### src/rtl/tun_pkg.sv
// Shared constants and width helpers for the triangle unit normal block.
// No dependencies; every other file in rtl imports this package.
package tun_pkg;

  localparam int NUM_COORDS = 9;
  localparam int OUT_W      = 32;
  localparam int QUO_W      = 63;
  localparam int ROOT_W     = 32;
  localparam int SRW        = 36;
  localparam int PASS_SHIFT = 6;

  localparam logic [63:0] LOW_THR = 64'd281474977;
  localparam logic [63:0] ONE_LO  = 64'd281474695235680;
  localparam logic [63:0] ONE_HI  = 64'd281475258185632;

  localparam logic [OUT_W-1:0] SAT_POS = 32'h7FFF_FFFF;
  localparam logic [OUT_W-1:0] SAT_NEG = 32'h8000_0000;

  localparam int LANE_LAT = QUO_W + ROOT_W + 1;

  function automatic int mag_width(input int cw);
    return 2 * cw + 2;
  endfunction

  function automatic int sum_width(input int cw);
    return 4 * cw + 6;
  endfunction

  function automatic int pay_width(input int cw);
    return 2 + sum_width(cw) + 3 + 3 * mag_width(cw) + 3 * (2 * mag_width(cw));
  endfunction

endpackage

### src/rtl/tun_fifo.sv
// Small queue that decouples the front end from the divide/root back end.
// Depends on tun_pkg.
module tun_fifo import tun_pkg::*; #(
  parameter int W     = 8,
  parameter int DEPTH = 4
) (
  input  logic         clk_i,
  input  logic         rst_ni,
  input  logic         push_i,
  input  logic [W-1:0] data_i,
  input  logic         pop_i,
  output logic [W-1:0] data_o,
  output logic         full_o,
  output logic         empty_o
);

  localparam int AW = $clog2(DEPTH);

  logic [W-1:0] mem_q [DEPTH];
  logic [AW-1:0] wp_q, rp_q;
  logic [AW:0]   cnt_q;

  assign full_o  = cnt_q == (AW+1)'(DEPTH);
  assign empty_o = cnt_q == '0;
  assign data_o  = mem_q[rp_q];

  always_ff @(posedge clk_i) begin
    if (push_i) begin
      mem_q[wp_q] <= data_i;
    end
  end

  always_ff @(posedge clk_i or negedge rst_ni) begin
    if (!rst_ni) begin
      wp_q  <= '0;
      rp_q  <= '0;
      cnt_q <= '0;
    end else begin
      if (push_i) begin
        wp_q <= (wp_q == AW'(DEPTH - 1)) ? '0 : wp_q + 1'b1;
      end
      if (pop_i) begin
        rp_q <= (rp_q == AW'(DEPTH - 1)) ? '0 : rp_q + 1'b1;
      end
      cnt_q <= cnt_q + (AW+1)'(push_i) - (AW+1)'(pop_i);
    end
  end

endmodule

### config.mk
export PLATFORM = sky130hd
export DESIGN_NAME = tun_fifo
export DESIGN_NICKNAME = d
export VERILOG_FILES = /design/src/rtl/tun_pkg.sv /design/src/rtl/tun_fifo.sv
export SDC_FILE = /design/constraint.sdc
export NUM_CORES = 1
export LEC_CHECK = 0
export ABC_AREA = 0
export ABC_CLOCK_PERIOD_IN_PS = 1900
export BUFFER_PORTS_ARGS = -buffer_cell sky130_fd_sc_hd__buf_2
export CAP_MARGIN = 40
export CORE_MARGIN = 3
export CORE_UTILIZATION = 58
export CTS_BUF_LIST = sky130_fd_sc_hd__clkbuf_2
export DETAILED_ROUTE_END_ITERATION = 10
export PLACE_DENSITY = 0.92
export SYNTH_ARGS = -nofsm -noshare
export SYNTH_HDL_FRONTEND = slang
export SYNTH_SLANG_ARGS = --single-unit
### constraint.sdc
create_clock -name clk_i -period 1.9 [get_ports clk_i]
set_clock_uncertainty 0.1 [all_clocks]
set_input_delay 0.19 -clock clk_i [delete_from_list [all_inputs] [get_ports clk_i]]
set_output_delay 0.19 -clock clk_i [all_outputs]
set_load 0.005 [all_outputs]
==> results of run 1 <==
routing by layer:
metal  GRT usage  up-vias  part of all wire
met2       0.308       25              0.54
met1       0.205      401              0.40
li1            -      377                 -
met3      0.0490        4             0.050
met5           0        -                 0
met4      0.0795        0            0.0084
cell usage in the layout, fill, tap and decap left out:
cell,count
sky130_fd_sc_hd__o21ai_0,2
sky130_fd_sc_hd__dfrtp_2,2
sky130_fd_sc_hd__clkbuf_2,7
sky130_fd_sc_hd__or3b_1,1
sky130_fd_sc_hd__edfxtp_1,32
sky130_fd_sc_hd__ha_1,7
sky130_fd_sc_hd__buf_4,2
sky130_fd_sc_hd__and3_1,1
sky130_fd_sc_hd__and2_1,4
sky130_fd_sc_hd__xnor2_1,2
sky130_fd_sc_hd__dlygate4sd3_1,11
sky130_fd_sc_hd__nor2_1,1
sky130_fd_sc_hd__mux4_2,8
sky130_fd_sc_hd__buf_6,2
sky130_fd_sc_hd__nor3_1,1
sky130_fd_sc_hd__nand2_1,1
sky130_fd_sc_hd__mux2_2,2
sky130_fd_sc_hd__fa_2,1
sky130_fd_sc_hd__buf_2,21
sky130_fd_sc_hd__inv_1,6
sky130_fd_sc_hd__dfrtp_1,5
sky130_fd_sc_hd__clkinv_2,1
cell families (layout without fill, tap and decap cells):
| logic type | Yosys count | after routing | synth area share |
|---|---|---|---|
| flip-flops | 39 | 39 | 0.726 |
| multiplexers | 10 | 10 | 0.129 |
| XOR/XNOR | 2 | 2 | 0.0112 |
| buffers and inverters | 8 | 50 | 0.0248 |
| adder cells (fa/ha/maj) | 8 | 8 | 0.0687 |
| AO/OA/AOI/OAI | 2 | 2 | 0.00640 |
| AND/OR/NAND/NOR | 9 | 9 | 0.0336 |
worst paths after layout:
| check | start | endpoint | slack, ps |
|---|---|---|---|
| max | rp_q[0] | data_o[0] | 30 |
| min | rst_ni | cnt_q[1] | 40 |
| max reg2reg | cnt_q[0] | cnt_q[2] | 120 |
| min reg2reg | cnt_q[1] | cnt_q[2] | 540 |
| max in group asynchronous | rst_ni | rp_q[1] | 1500 |
| min in group clk_i | data_i[3] | mem_q[3][3] | 440 |
timing repair:
item,4_1_cts,5_1_grt
pin swaps,0,2
endpoints found under the setup margin,8,9
resized for setup,3,3
buffers inserted,3,1
hold buffers,11,0
hold endpoints to repair,43,0
worst register-to-register path, cell delays in order (launching register included):
cell                      delay [ps]
sky130_fd_sc_hd__dfrtp_1         390
sky130_fd_sc_hd__inv_1            50
sky130_fd_sc_hd__ha_1            260
sky130_fd_sc_hd__inv_1            40
sky130_fd_sc_hd__ha_1            180
sky130_fd_sc_hd__fa_2            340
sky130_fd_sc_hd__xnor2_1         200
sky130_fd_sc_hd__xnor2_1         150
sequential cells by signal, summed over array words and instances (netlist names):
signal and flops:
rp_q 2, mem_q 32, wp_q 2, cnt_q 3
per-stage QoR:
stage	setup WS [ps]	total power, W	setup TNS (ps)
2_1_floorplan	227	0.00177	0
3_3_place_gp	189	0.00194	0
3_5_place_dp	122	0.00202	0
4_1_cts	16.2	0.00243	0
5_1_grt	-64.4	0.00260	-296
6_report	34.0	0.00243	0
report_power, final:
| group | internal, W | total (W) | switching (W) |
|---|---|---|---|
| Clock | 0.000101 | 0.000342 | 0.000242 |
| Sequential | 0.00113 | 0.00125 | 0.000118 |
| Combinational | 0.000480 | 0.000844 | 0.000364 |
| Total | 0.00171 | 0.00243 | 0.000724 |
final cells by class:
class	instances	area share
clock inverters	1	0.00266
multi-input cells	31	0.208
inverters	6	0.0120
clock buffers	7	0.0186
repair buffers	36	0.134
well taps	30	0.0199
flip-flops and latches	39	0.604
==> results.env, run 1 <==
SYNTHESIS.AREA_PER_INSTANCE_UM2=20.1
PATH_DELAY_FAMILY='multiplexers'
SYNTH_ENABLE_FLOP_CELLS=32
SYNTH_TOP_CELL_AREA_SHARE=0.614
ROUTE.DETAILED.WL_PER_INST_UM=16.6
CTS-ROOT-BUF='sky130_fd_sc_hd__clkbuf_2'
CTSLONGESTPATHBUFFERS=2
GRT_SETUP_UNREPAIRED='yes'
SYNTH_TOP_CELLS_BY_COUNT='32 x sky130_fd_sc_hd__edfxtp_1, 8 x sky130_fd_sc_hd__mux4_2, 7 x sky130_fd_sc_hd__dfrtp_1, 7 x sky130_fd_sc_hd__ha_1, 6 x sky130_fd_sc_hd__inv_1'
INITIAL_CORE_UTIL=0.621
FINAL_UTIL=0.747
FINALWORSTPATHREQUIREDPERIOD_PS=1870
DIE_AREA_UM2=3360
DETAILROUTE.VIA_COUNT=807
ANT_NETS=0
MAX-SLEW-MARGIN-REL=0.713
POST_SYNTH_INSTANCE_AREA_UM2=1570
ASYNCSETRESETFLOPFRACSYNTH=0.179
STATIC-LEAKAGE-POWER_nW=0.740
RUN_STATUS='finished clean'
POST-PLACE-CELLS=127
CTS.CLK_SLEW.WORST_PATHS_PS=170
SEQ_TOTAL_AREA_YOSYS=0.726
WORST-SLEW-PIN-TRANSITION_PS=430
WORSTPATHCELLLIST='buf_6, mux4_2, buf_2'
TRITONCTS='done'
GRT-OVFL-TOTAL=0
POST_DP_CELL_AREA_UM2=1690
YS_FF_LATCH=39
SYNTH_WARN=0
POWER_DENSITY_nW_PER_UM2=1290
FILL_CELLS=161
CP_NUM_CELLS=3
TRITONCTS.NUM_BUFFERS=5
MAPPEDNETLISTNETS=98
PORT-BUFFER-COUNT=21
CLK-INSERTION-DELAY-LATE_PS=380
GRT_MAX_DEGREE=12
YS_TOP_CELLS_BY_AREA='sky130_fd_sc_hd__edfxtp_1 61%, sky130_fd_sc_hd__mux4_2 12%, sky130_fd_sc_hd__dfrtp_1 11%'
FINAL_CELL_COUNT_NO_FILL=150
DRTITER0DRC=12
SYN_INST=78
VIAS_IN_THE_FIRST_GLOBAL_ROUTE=876
DIE_WIDTH_UM=58.0
NETLIST-CELL-TYPE-COUNT=17
NNETSFINAL=139
MAX_CLOCK_FREQ_MHz=536
GLOBALROUTETOTALUTIL=0.177
REGAREA_UM2=1140
WORSTREGTOREGCELLS=7
SYNTH_AREA_LEADER_CELL='sky130_fd_sc_hd__edfxtp_1'
FIRST_PASS_GRT_WIRE_LENGTH_MM=4.08
ROUTE.DETAILED.DRC=0
PLACEABLECOREAREA_UM2=2520
HOLD_SLACK_PS=38.4
STDCELL_AREA_UM2=1880
AREA_OF_THE_MULTI_INPUT_GATES_UM2=393
TIMING.FINAL.HOLD_VIOLATIONS=0
MIN_PERIOD_OVER_PERIOD=0.982
SYNTH-MAIN-FF-CELL='sky130_fd_sc_hd__edfxtp_1'
SLOWEST_DELAY_PS=500
COUNT_LEADER_SYNTH='sky130_fd_sc_hd__edfxtp_1'
CRITICALPATHCATEGORY='reg -> out'
DETAILEDROUTE.FIRSTPASSITERATIONCOUNT=4
TOTAL_SETUP_VIOLATIONS_REPORTED_AT_THE_END_OF_THE_FLOW=0
CRITPATHLAUNCHTYPE='flop'
CTS_MAX_LEVEL=2
MAX_CAP_VIOLATIONS=0
HOLD_REMOVAL_PATH_CLASS='in -> async'
ROUTABILITYCONGESTION=0.624
VIASPERCELL=5.38
GRT_ANTENNA_BEFORE_REPAIR=0
CP-END-KIND='output port'
DIE_HEIGHT_UM=58.0
WORST-ENDPOINT-ARRIVAL_PS=1580
WORST_IR_DROP_VDD_V=0.00116
CRITICAL_PATH_BUF_INV_COUNT=2
AREA_GROWTH_SYN_TO_LAYOUT_PCT=20.4
DRIVE_ABOVE_1_SHARE=0.383
ROWS=18
CP_MAX_FO=4
TIMING.CRITICAL_PATH.REQUIRED_PS=1610
NUM_ANTENNA_CELLS=0
BOUNDARYPINS=22
NUMCLOCKSINKS=39
CP_SLOWEST_CELL='sky130_fd_sc_hd__mux4_2'
SLEW_VIOL_FINAL=0
TOTALWIRELENGTH_MM=2.50
(Power assumes the default switching activity.)
==> run 2: changes to the inputs <==
BUFFER_PORTS_ARGS = -buffer_cell sky130_fd_sc_hd__buf_4   (was -buffer_cell sky130_fd_sc_hd__buf_2)
==> run 2 against run 1 <==
Final cell count is 1.3% higher. Combinational power increased by 22%. Sequential power hardly changed. Total power is 13% higher. Sequential share of layout area decreased by 4.0 points. Core utilization grew 5.2 points. Global-route usage increased by 0.78 points. Register-to-register slack got worse by 20 ps. Setup slack worse by 25 ps. Critical endpoint is now cnt_q[2].
==> results.env, run 2 (synthesis gave the netlist of run 1 again) <==
AREA_OF_THE_MULTI_INPUT_GATES_UM2=398
ROUTABILITYCONGESTION=0.620
BOUNDARYPINS=22
VIASPERCELL=5.57
DRIVE_ABOVE_1_SHARE=0.361
DP_WORST_SETUP_SLACK_PS=144
REGAREA_UM2=1140
FINALSETUPTNS_PS=0
WORST_IR_DROP_VDD_V=0.00149
DIE_HEIGHT_UM=58.0
INITIAL_CORE_UTIL=0.621
DETAILEDROUTE.FIRSTPASSITERATIONCOUNT=4
STATIC-LEAKAGE-POWER_nW=0.790
MAX-SLEW-MARGIN-REL=0.694
FINAL_CELL_MIX='32 x sky130_fd_sc_hd__edfxtp_1, 15 x sky130_fd_sc_hd__buf_4, 13 x sky130_fd_sc_hd__dlygate4sd3_1'
TRITONCTS.NUM_BUFFERS=5
ROUTE.DETAILED.DRC=0
NUMCLOCKSINKS=39
LARGEST_REG_FLOPS=32
CP-END-KIND='flop'
CTS.CLK_SLEW.WORST_PATHS_PS=180
PORT-BUFFER-COUNT=21
GRT_SETUP_UNREPAIRED='yes'
GRT-OVFL-TOTAL=0
GLOBALROUTETOTALUTIL=0.185
ROWS=18
POWER_DENSITY_nW_PER_UM2=1370
GRT_ANTENNA_BEFORE_REPAIR=0
AREA_GROWTH_SYN_TO_LAYOUT_PCT=28.7
FILL_CELLS=130
MAX_CLOCK_FREQ_MHz=529
FINAL_CELL_COUNT_NO_FILL=152
MAX_CAP_VIOLATIONS=0
MET3_USAGE=0.0780
CRITPATHLAUNCHTYPE='input port'
CRITICALPATHCATEGORY='in -> reg'
NNETSFINAL=141
FINAL_WORST_PATH_SETUP_SLACK_PS=9.11
CTSLONGESTPATHBUFFERS=2
INTERNAL_REG_TO_REG_SETUP_SLACK_PS=100
RUN_STATUS='finished clean'
FIRST_PASS_GRT_WIRE_LENGTH_MM=4.40
VIAS_IN_THE_FIRST_GLOBAL_ROUTE=919
HOLD_PATH_DEPTH=2
FINALWORSTPATHREQUIREDPERIOD_PS=1890
TOTALWIRELENGTH_MM=2.61
TOTAL_SETUP_VIOLATIONS_REPORTED_AT_THE_END_OF_THE_FLOW=0
DETAILROUTE.VIA_COUNT=846
GRT_MAX_DEGREE=13
MIN_PERIOD_OVER_PERIOD=0.995
DIE_AREA_UM2=3360
DIE_WIDTH_UM=58.0
HOLD_REMOVAL_PATH_CLASS='in -> reg'
POWER.TOTAL_W=0.00276
TIMING.CRITICAL_PATH.REQUIRED_PS=2100
CP_MAX_FO=3
CTS_MAX_LEVEL=2
GRT_USE_MET2=0.285
HPWL_AFTER_DETAILED_PLACEMENT_MM=1.67
ANT_NETS=0
LARGEST-REGISTER='mem_q'
MET1_USAGE=0.248
DRTITER0DRC=23
TRITONCTS='done'
TIMING.FINAL.HOLD_VIOLATIONS=0
CLK-INSERTION-DELAY-LATE_PS=380
REG.LARGEST.LIST='mem_q x32, cnt_q x3'
LAYOUT_COMMONEST_CELL='sky130_fd_sc_hd__edfxtp_1'
ROUTE.DETAILED.WL_PER_INST_UM=17.2
PLACEABLECOREAREA_UM2=2520
WORSTREGTOREGCELLS=7
NUM_ANTENNA_CELLS=0
SLEW_VIOL_FINAL=0
POST-PLACE-CELLS=127
WORST-SLEW-PIN-TRANSITION_PS=460
CTS-ROOT-BUF='sky130_fd_sc_hd__clkbuf_2'
BUSIEST_LAYER='met2'
WORST-ENDPOINT-ARRIVAL_PS=2090
## run 2: cell types whose count changed in the layout (fill, tap and decap cells not counted), sizes merged
cell         before  now
bufinv            0    1
clkinv            1    2
clkbuf            7    5
dlygate4sd3      11   13
## run 2: stage by stage
step,util,hold WS [ps],instance area [um2]
floorplan,-,-206,1570
global placement,0.691,-94.0,1740
detailed placement,0.691,-93.2,1740
CTS,0.775,3.83,1960
global route,0.799,384,2010
finish,0.799,433,2010
## run 2: path summary, 6_finish.rpt
| path | start | end |
|---|---|---|
| setup / recovery | pop_i | cnt_q[2] |
| hold / removal | data_i[5] | mem_q[0][5] |
| setup reg to reg | cnt_q[0] | cnt_q[2] |
| hold reg to reg | wp_q[1] | wp_q[1] |
| max in group asynchronous | rst_ni | cnt_q[1] |
| min in group asynchronous | rst_ni | wp_q[1] |
## run 2: layout make-up
| class | count | share of cell area |
|---|---|---|
| Timing Repair Buffer | 38 | 0.176 |
| Tap cell | 30 | 0.0186 |
| Clock inverter | 3 | 0.0193 |
| Multi-Input combinational cell | 31 | 0.198 |
| Inverter | 6 | 0.0112 |
| Sequential cell | 39 | 0.565 |
| Clock buffer | 5 | 0.0124 |
## run 2: layer usage
layer | up-vias | share of wire
met1 | 432 | 0.41
met4 | 0 | 0.020
met3 | 5 | 0.062
met5 | - | 0
met2 | 26 | 0.50
li1 | 383 | -
## run 2: repair_timing
action | CTS | global route
hold buffers | 12 | 1
gates resized for setup | 3 | 10
setup buffers | 3 | 1
hold endpoints to repair | 44 | 5
endpoints found under the setup margin | 8 | 9
gates cloned | 0 | 0
pin swaps | 0 | 0
## run 2: where the power goes
| part | switching (W) | total, W | leakage, nW | internal (W) |
|---|---|---|---|---|
| Clock | 0.000262 | 0.000478 | 0.0404 | 0.000217 |
| Combinational | 0.000400 | 0.00103 | 0.374 | 0.000628 |
| Sequential | 0.000121 | 0.00125 | 0.376 | 0.00113 |
| Total | 0.000783 | 0.00276 | 0.790 | 0.00197 |
## run 2: worst max-delay path: stages
cell and delay [ps]:
sky130_fd_sc_hd__dlygate4sd3_1 560, sky130_fd_sc_hd__buf_4 160, sky130_fd_sc_hd__ha_1 270, sky130_fd_sc_hd__inv_1 40, sky130_fd_sc_hd__ha_1 180, sky130_fd_sc_hd__fa_1 410
sky130_fd_sc_hd__xnor2_2 150, sky130_fd_sc_hd__xnor2_1 130
==> run 3: changes to the inputs <==
PLACE_DENSITY = 0.83   (was 0.92)
==> run 3 against run 2 <==
Sequential power about the same. Maximum frequency up 1.9%. Combinational power decreased by 5%. Register-to-register slack better by 40 ps. Flip-flop and latch count stayed put. Cell area is 2.9% lower. Die area did not move. Critical path depth stayed put. Critical endpoint unchanged. Largest power group unchanged. First-iteration DRC count increased by 61%. Setup slack improved by 36 ps. Non-clock buffer count is 3 lower. Highest routed layer unchanged. Clock power down 28%.
==> results.env, run 3 (synthesis gave the netlist of run 1 again) <==
TIMING.CRITICAL_PATH.REQUIRED_PS=2100
PLACEABLECOREAREA_UM2=2520
VIAS_IN_THE_FIRST_GLOBAL_ROUTE=894
WORSTPATHCELLLIST='dlygate4sd3_1, buf_4, ha_1, inv_1, ha_1, fa_1, xnor2_1, xnor2_1'
CTSLONGESTPATHBUFFERS=2
FIRST_PASS_GRT_WIRE_LENGTH_MM=4.22
ROUTE.DETAILED.WL_PER_INST_UM=16.1
CTS-ROOT-BUF='sky130_fd_sc_hd__clkbuf_2'
PORT-BUFFER-COUNT=21
FINAL_CELL_MIX='32 x sky130_fd_sc_hd__edfxtp_1, 14 x sky130_fd_sc_hd__buf_4, 11 x sky130_fd_sc_hd__dlygate4sd3_1'
VIASPERCELL=5.38
DETAILROUTE.VIA_COUNT=802
POWER_DENSITY_nW_PER_UM2=1310
CTS_MAX_LEVEL=2
TRITONCTS='done'
FINAL_CELL_COUNT_NO_FILL=149
CP_MAX_FO=3
GRT_MAX_DEGREE=12
LARGEST_REG_FLOPS=32
STATIC-LEAKAGE-POWER_nW=0.763
ANT_NETS=0
TIMING.FINAL.HOLD_VIOLATIONS=0
HPWL_AFTER_DETAILED_PLACEMENT_MM=1.55
HOLD_SLACK_PS=30.0
FILL_CELLS=146
GRT_ANTENNA_BEFORE_REPAIR=0
SLEW_VIOL_FINAL=0
LARGEST-REGISTER='mem_q'
NUM_ANTENNA_CELLS=0
CP_SLOWEST_CELL='sky130_fd_sc_hd__dlygate4sd3_1'
MAX-SLEW-MARGIN-REL=0.714
GLOBALROUTETOTALUTIL=0.178
CRITICALPATHCATEGORY='in -> reg'
CTS.CLK_SLEW.WORST_PATHS_PS=180
MAX_CLOCK_FREQ_MHz=539
AREA_GROWTH_SYN_TO_LAYOUT_PCT=25.0
REG.LARGEST.LIST='mem_q x32, cnt_q x3'
MAX_CAP_VIOLATIONS=0
DIE_AREA_UM2=3360
CP-END-KIND='flop'
DRIVE_ABOVE_1_SHARE=0.370
TOTAL_SETUP_VIOLATIONS_REPORTED_AT_THE_END_OF_THE_FLOW=0
TRITONCTS.NUM_BUFFERS=5
ROUTABILITYCONGESTION=0.671
HOLD_REMOVAL_PATH_CLASS='in -> async'
DETAILEDROUTE.FIRSTPASSITERATIONCOUNT=4
TOTALWIRELENGTH_MM=2.41
CLK-INSERTION-DELAY-LATE_PS=370
DIE_WIDTH_UM=58.0
FINALSETUPTNS_PS=0
DRTITER0DRC=37
INITIAL_CORE_UTIL=0.621
RUN_STATUS='finished clean'
ROUTE.DETAILED.DRC=0
WORST_IR_DROP_VDD_V=0.000918
SLOWEST_DELAY_PS=540
POST-PLACE-CELLS=127
FINAL_WORST_PATH_SETUP_SLACK_PS=44.7
GRT_SETUP_UNREPAIRED='yes'
WORST-SLEW-PIN-TRANSITION_PS=429
DIE_HEIGHT_UM=58.0
WORST-ENDPOINT-ARRIVAL_PS=2060
BOUNDARYPINS=22
CRITPATHLAUNCHTYPE='input port'
GRT-OVFL-TOTAL=0
LAYOUT_COMMONEST_CELL='sky130_fd_sc_hd__edfxtp_1'
ROWS=18
DP_WORST_SETUP_SLACK_PS=142
NNETSFINAL=138
NUMCLOCKSINKS=39
MIN_PERIOD_OVER_PERIOD=0.976
FINAL_UTIL=0.776
FINALWORSTPATHREQUIREDPERIOD_PS=1860
run 3: where the power goes:
part / switching (W) / leakage [nW] / internal [W]
combinational: 0.000381 / 0.355 / 0.000596
sequential: 0.000112 / 0.375 / 0.00113
clock: 0.000242 / 0.0330 / 0.000101
run 3: critical path: cells and delay by family:
family | cells | cell delay [ps]
xor gates and xnor gates | 2 | 300
adders and majority gates | 3 | 830
buffers and inverters | 3 | 730
run 3: cell type report:
| cell class | instances | area (um2) | area share |
|---|---|---|---|
| Timing Repair Buffer | 35 | 328 | 0.168 |
| Clock buffer | 7 | 35.0 | 0.0179 |
| Multi-Input combinational cell | 31 | 390 | 0.199 |
| Tap cell | 30 | 37.5 | 0.0192 |
| Inverter | 6 | 22.5 | 0.0115 |
| Sequential cell | 39 | 1140 | 0.582 |
| Clock inverter | 1 | 5.00 | 0.00256 |
run 3: per-layer routing:
metal  vias to the layer above  global-route usage  part of all wire
li1                        374                   -                 -
met1                       405               0.227              0.43
met2                        17               0.282              0.51
met3                         6              0.0624             0.047
met4                         0              0.0695             0.018
met5                         -                   0                 0
run 3: path summary, 6_finish.rpt:
check	startpoint	end	slack, ps	depth (start not counted)
worst min register to register	wp_q[1]	wp_q[1]	530	2
max in group asynchronous	rst_ni	rp_q[0]	1530	2
worst min-delay path	rst_ni	cnt_q[1]	30	2
min in group clk_i	data_i[2]	mem_q[2][2]	450	2
worst max register to register	cnt_q[0]	cnt_q[2]	140	7
worst max-delay path	pop_i	cnt_q[2]	40	8
run 3: what timing repair did:
item	in CTS	in global routing
hold buffers	11	0
hold endpoints to repair	44	0
resized for setup	3	10
endpoints found under the setup margin	8	8
buffers inserted	3	0
run 3: per-stage QoR:
stage | total power [W] | area (um2)
2_1_floorplan | 0.00177 | 1570
3_3_place_gp | 0.00204 | 1740
3_5_place_dp | 0.00208 | 1740
4_1_cts | 0.00251 | 1920
5_1_grt | 0.00275 | 1960
6_report | 0.00256 | 1960
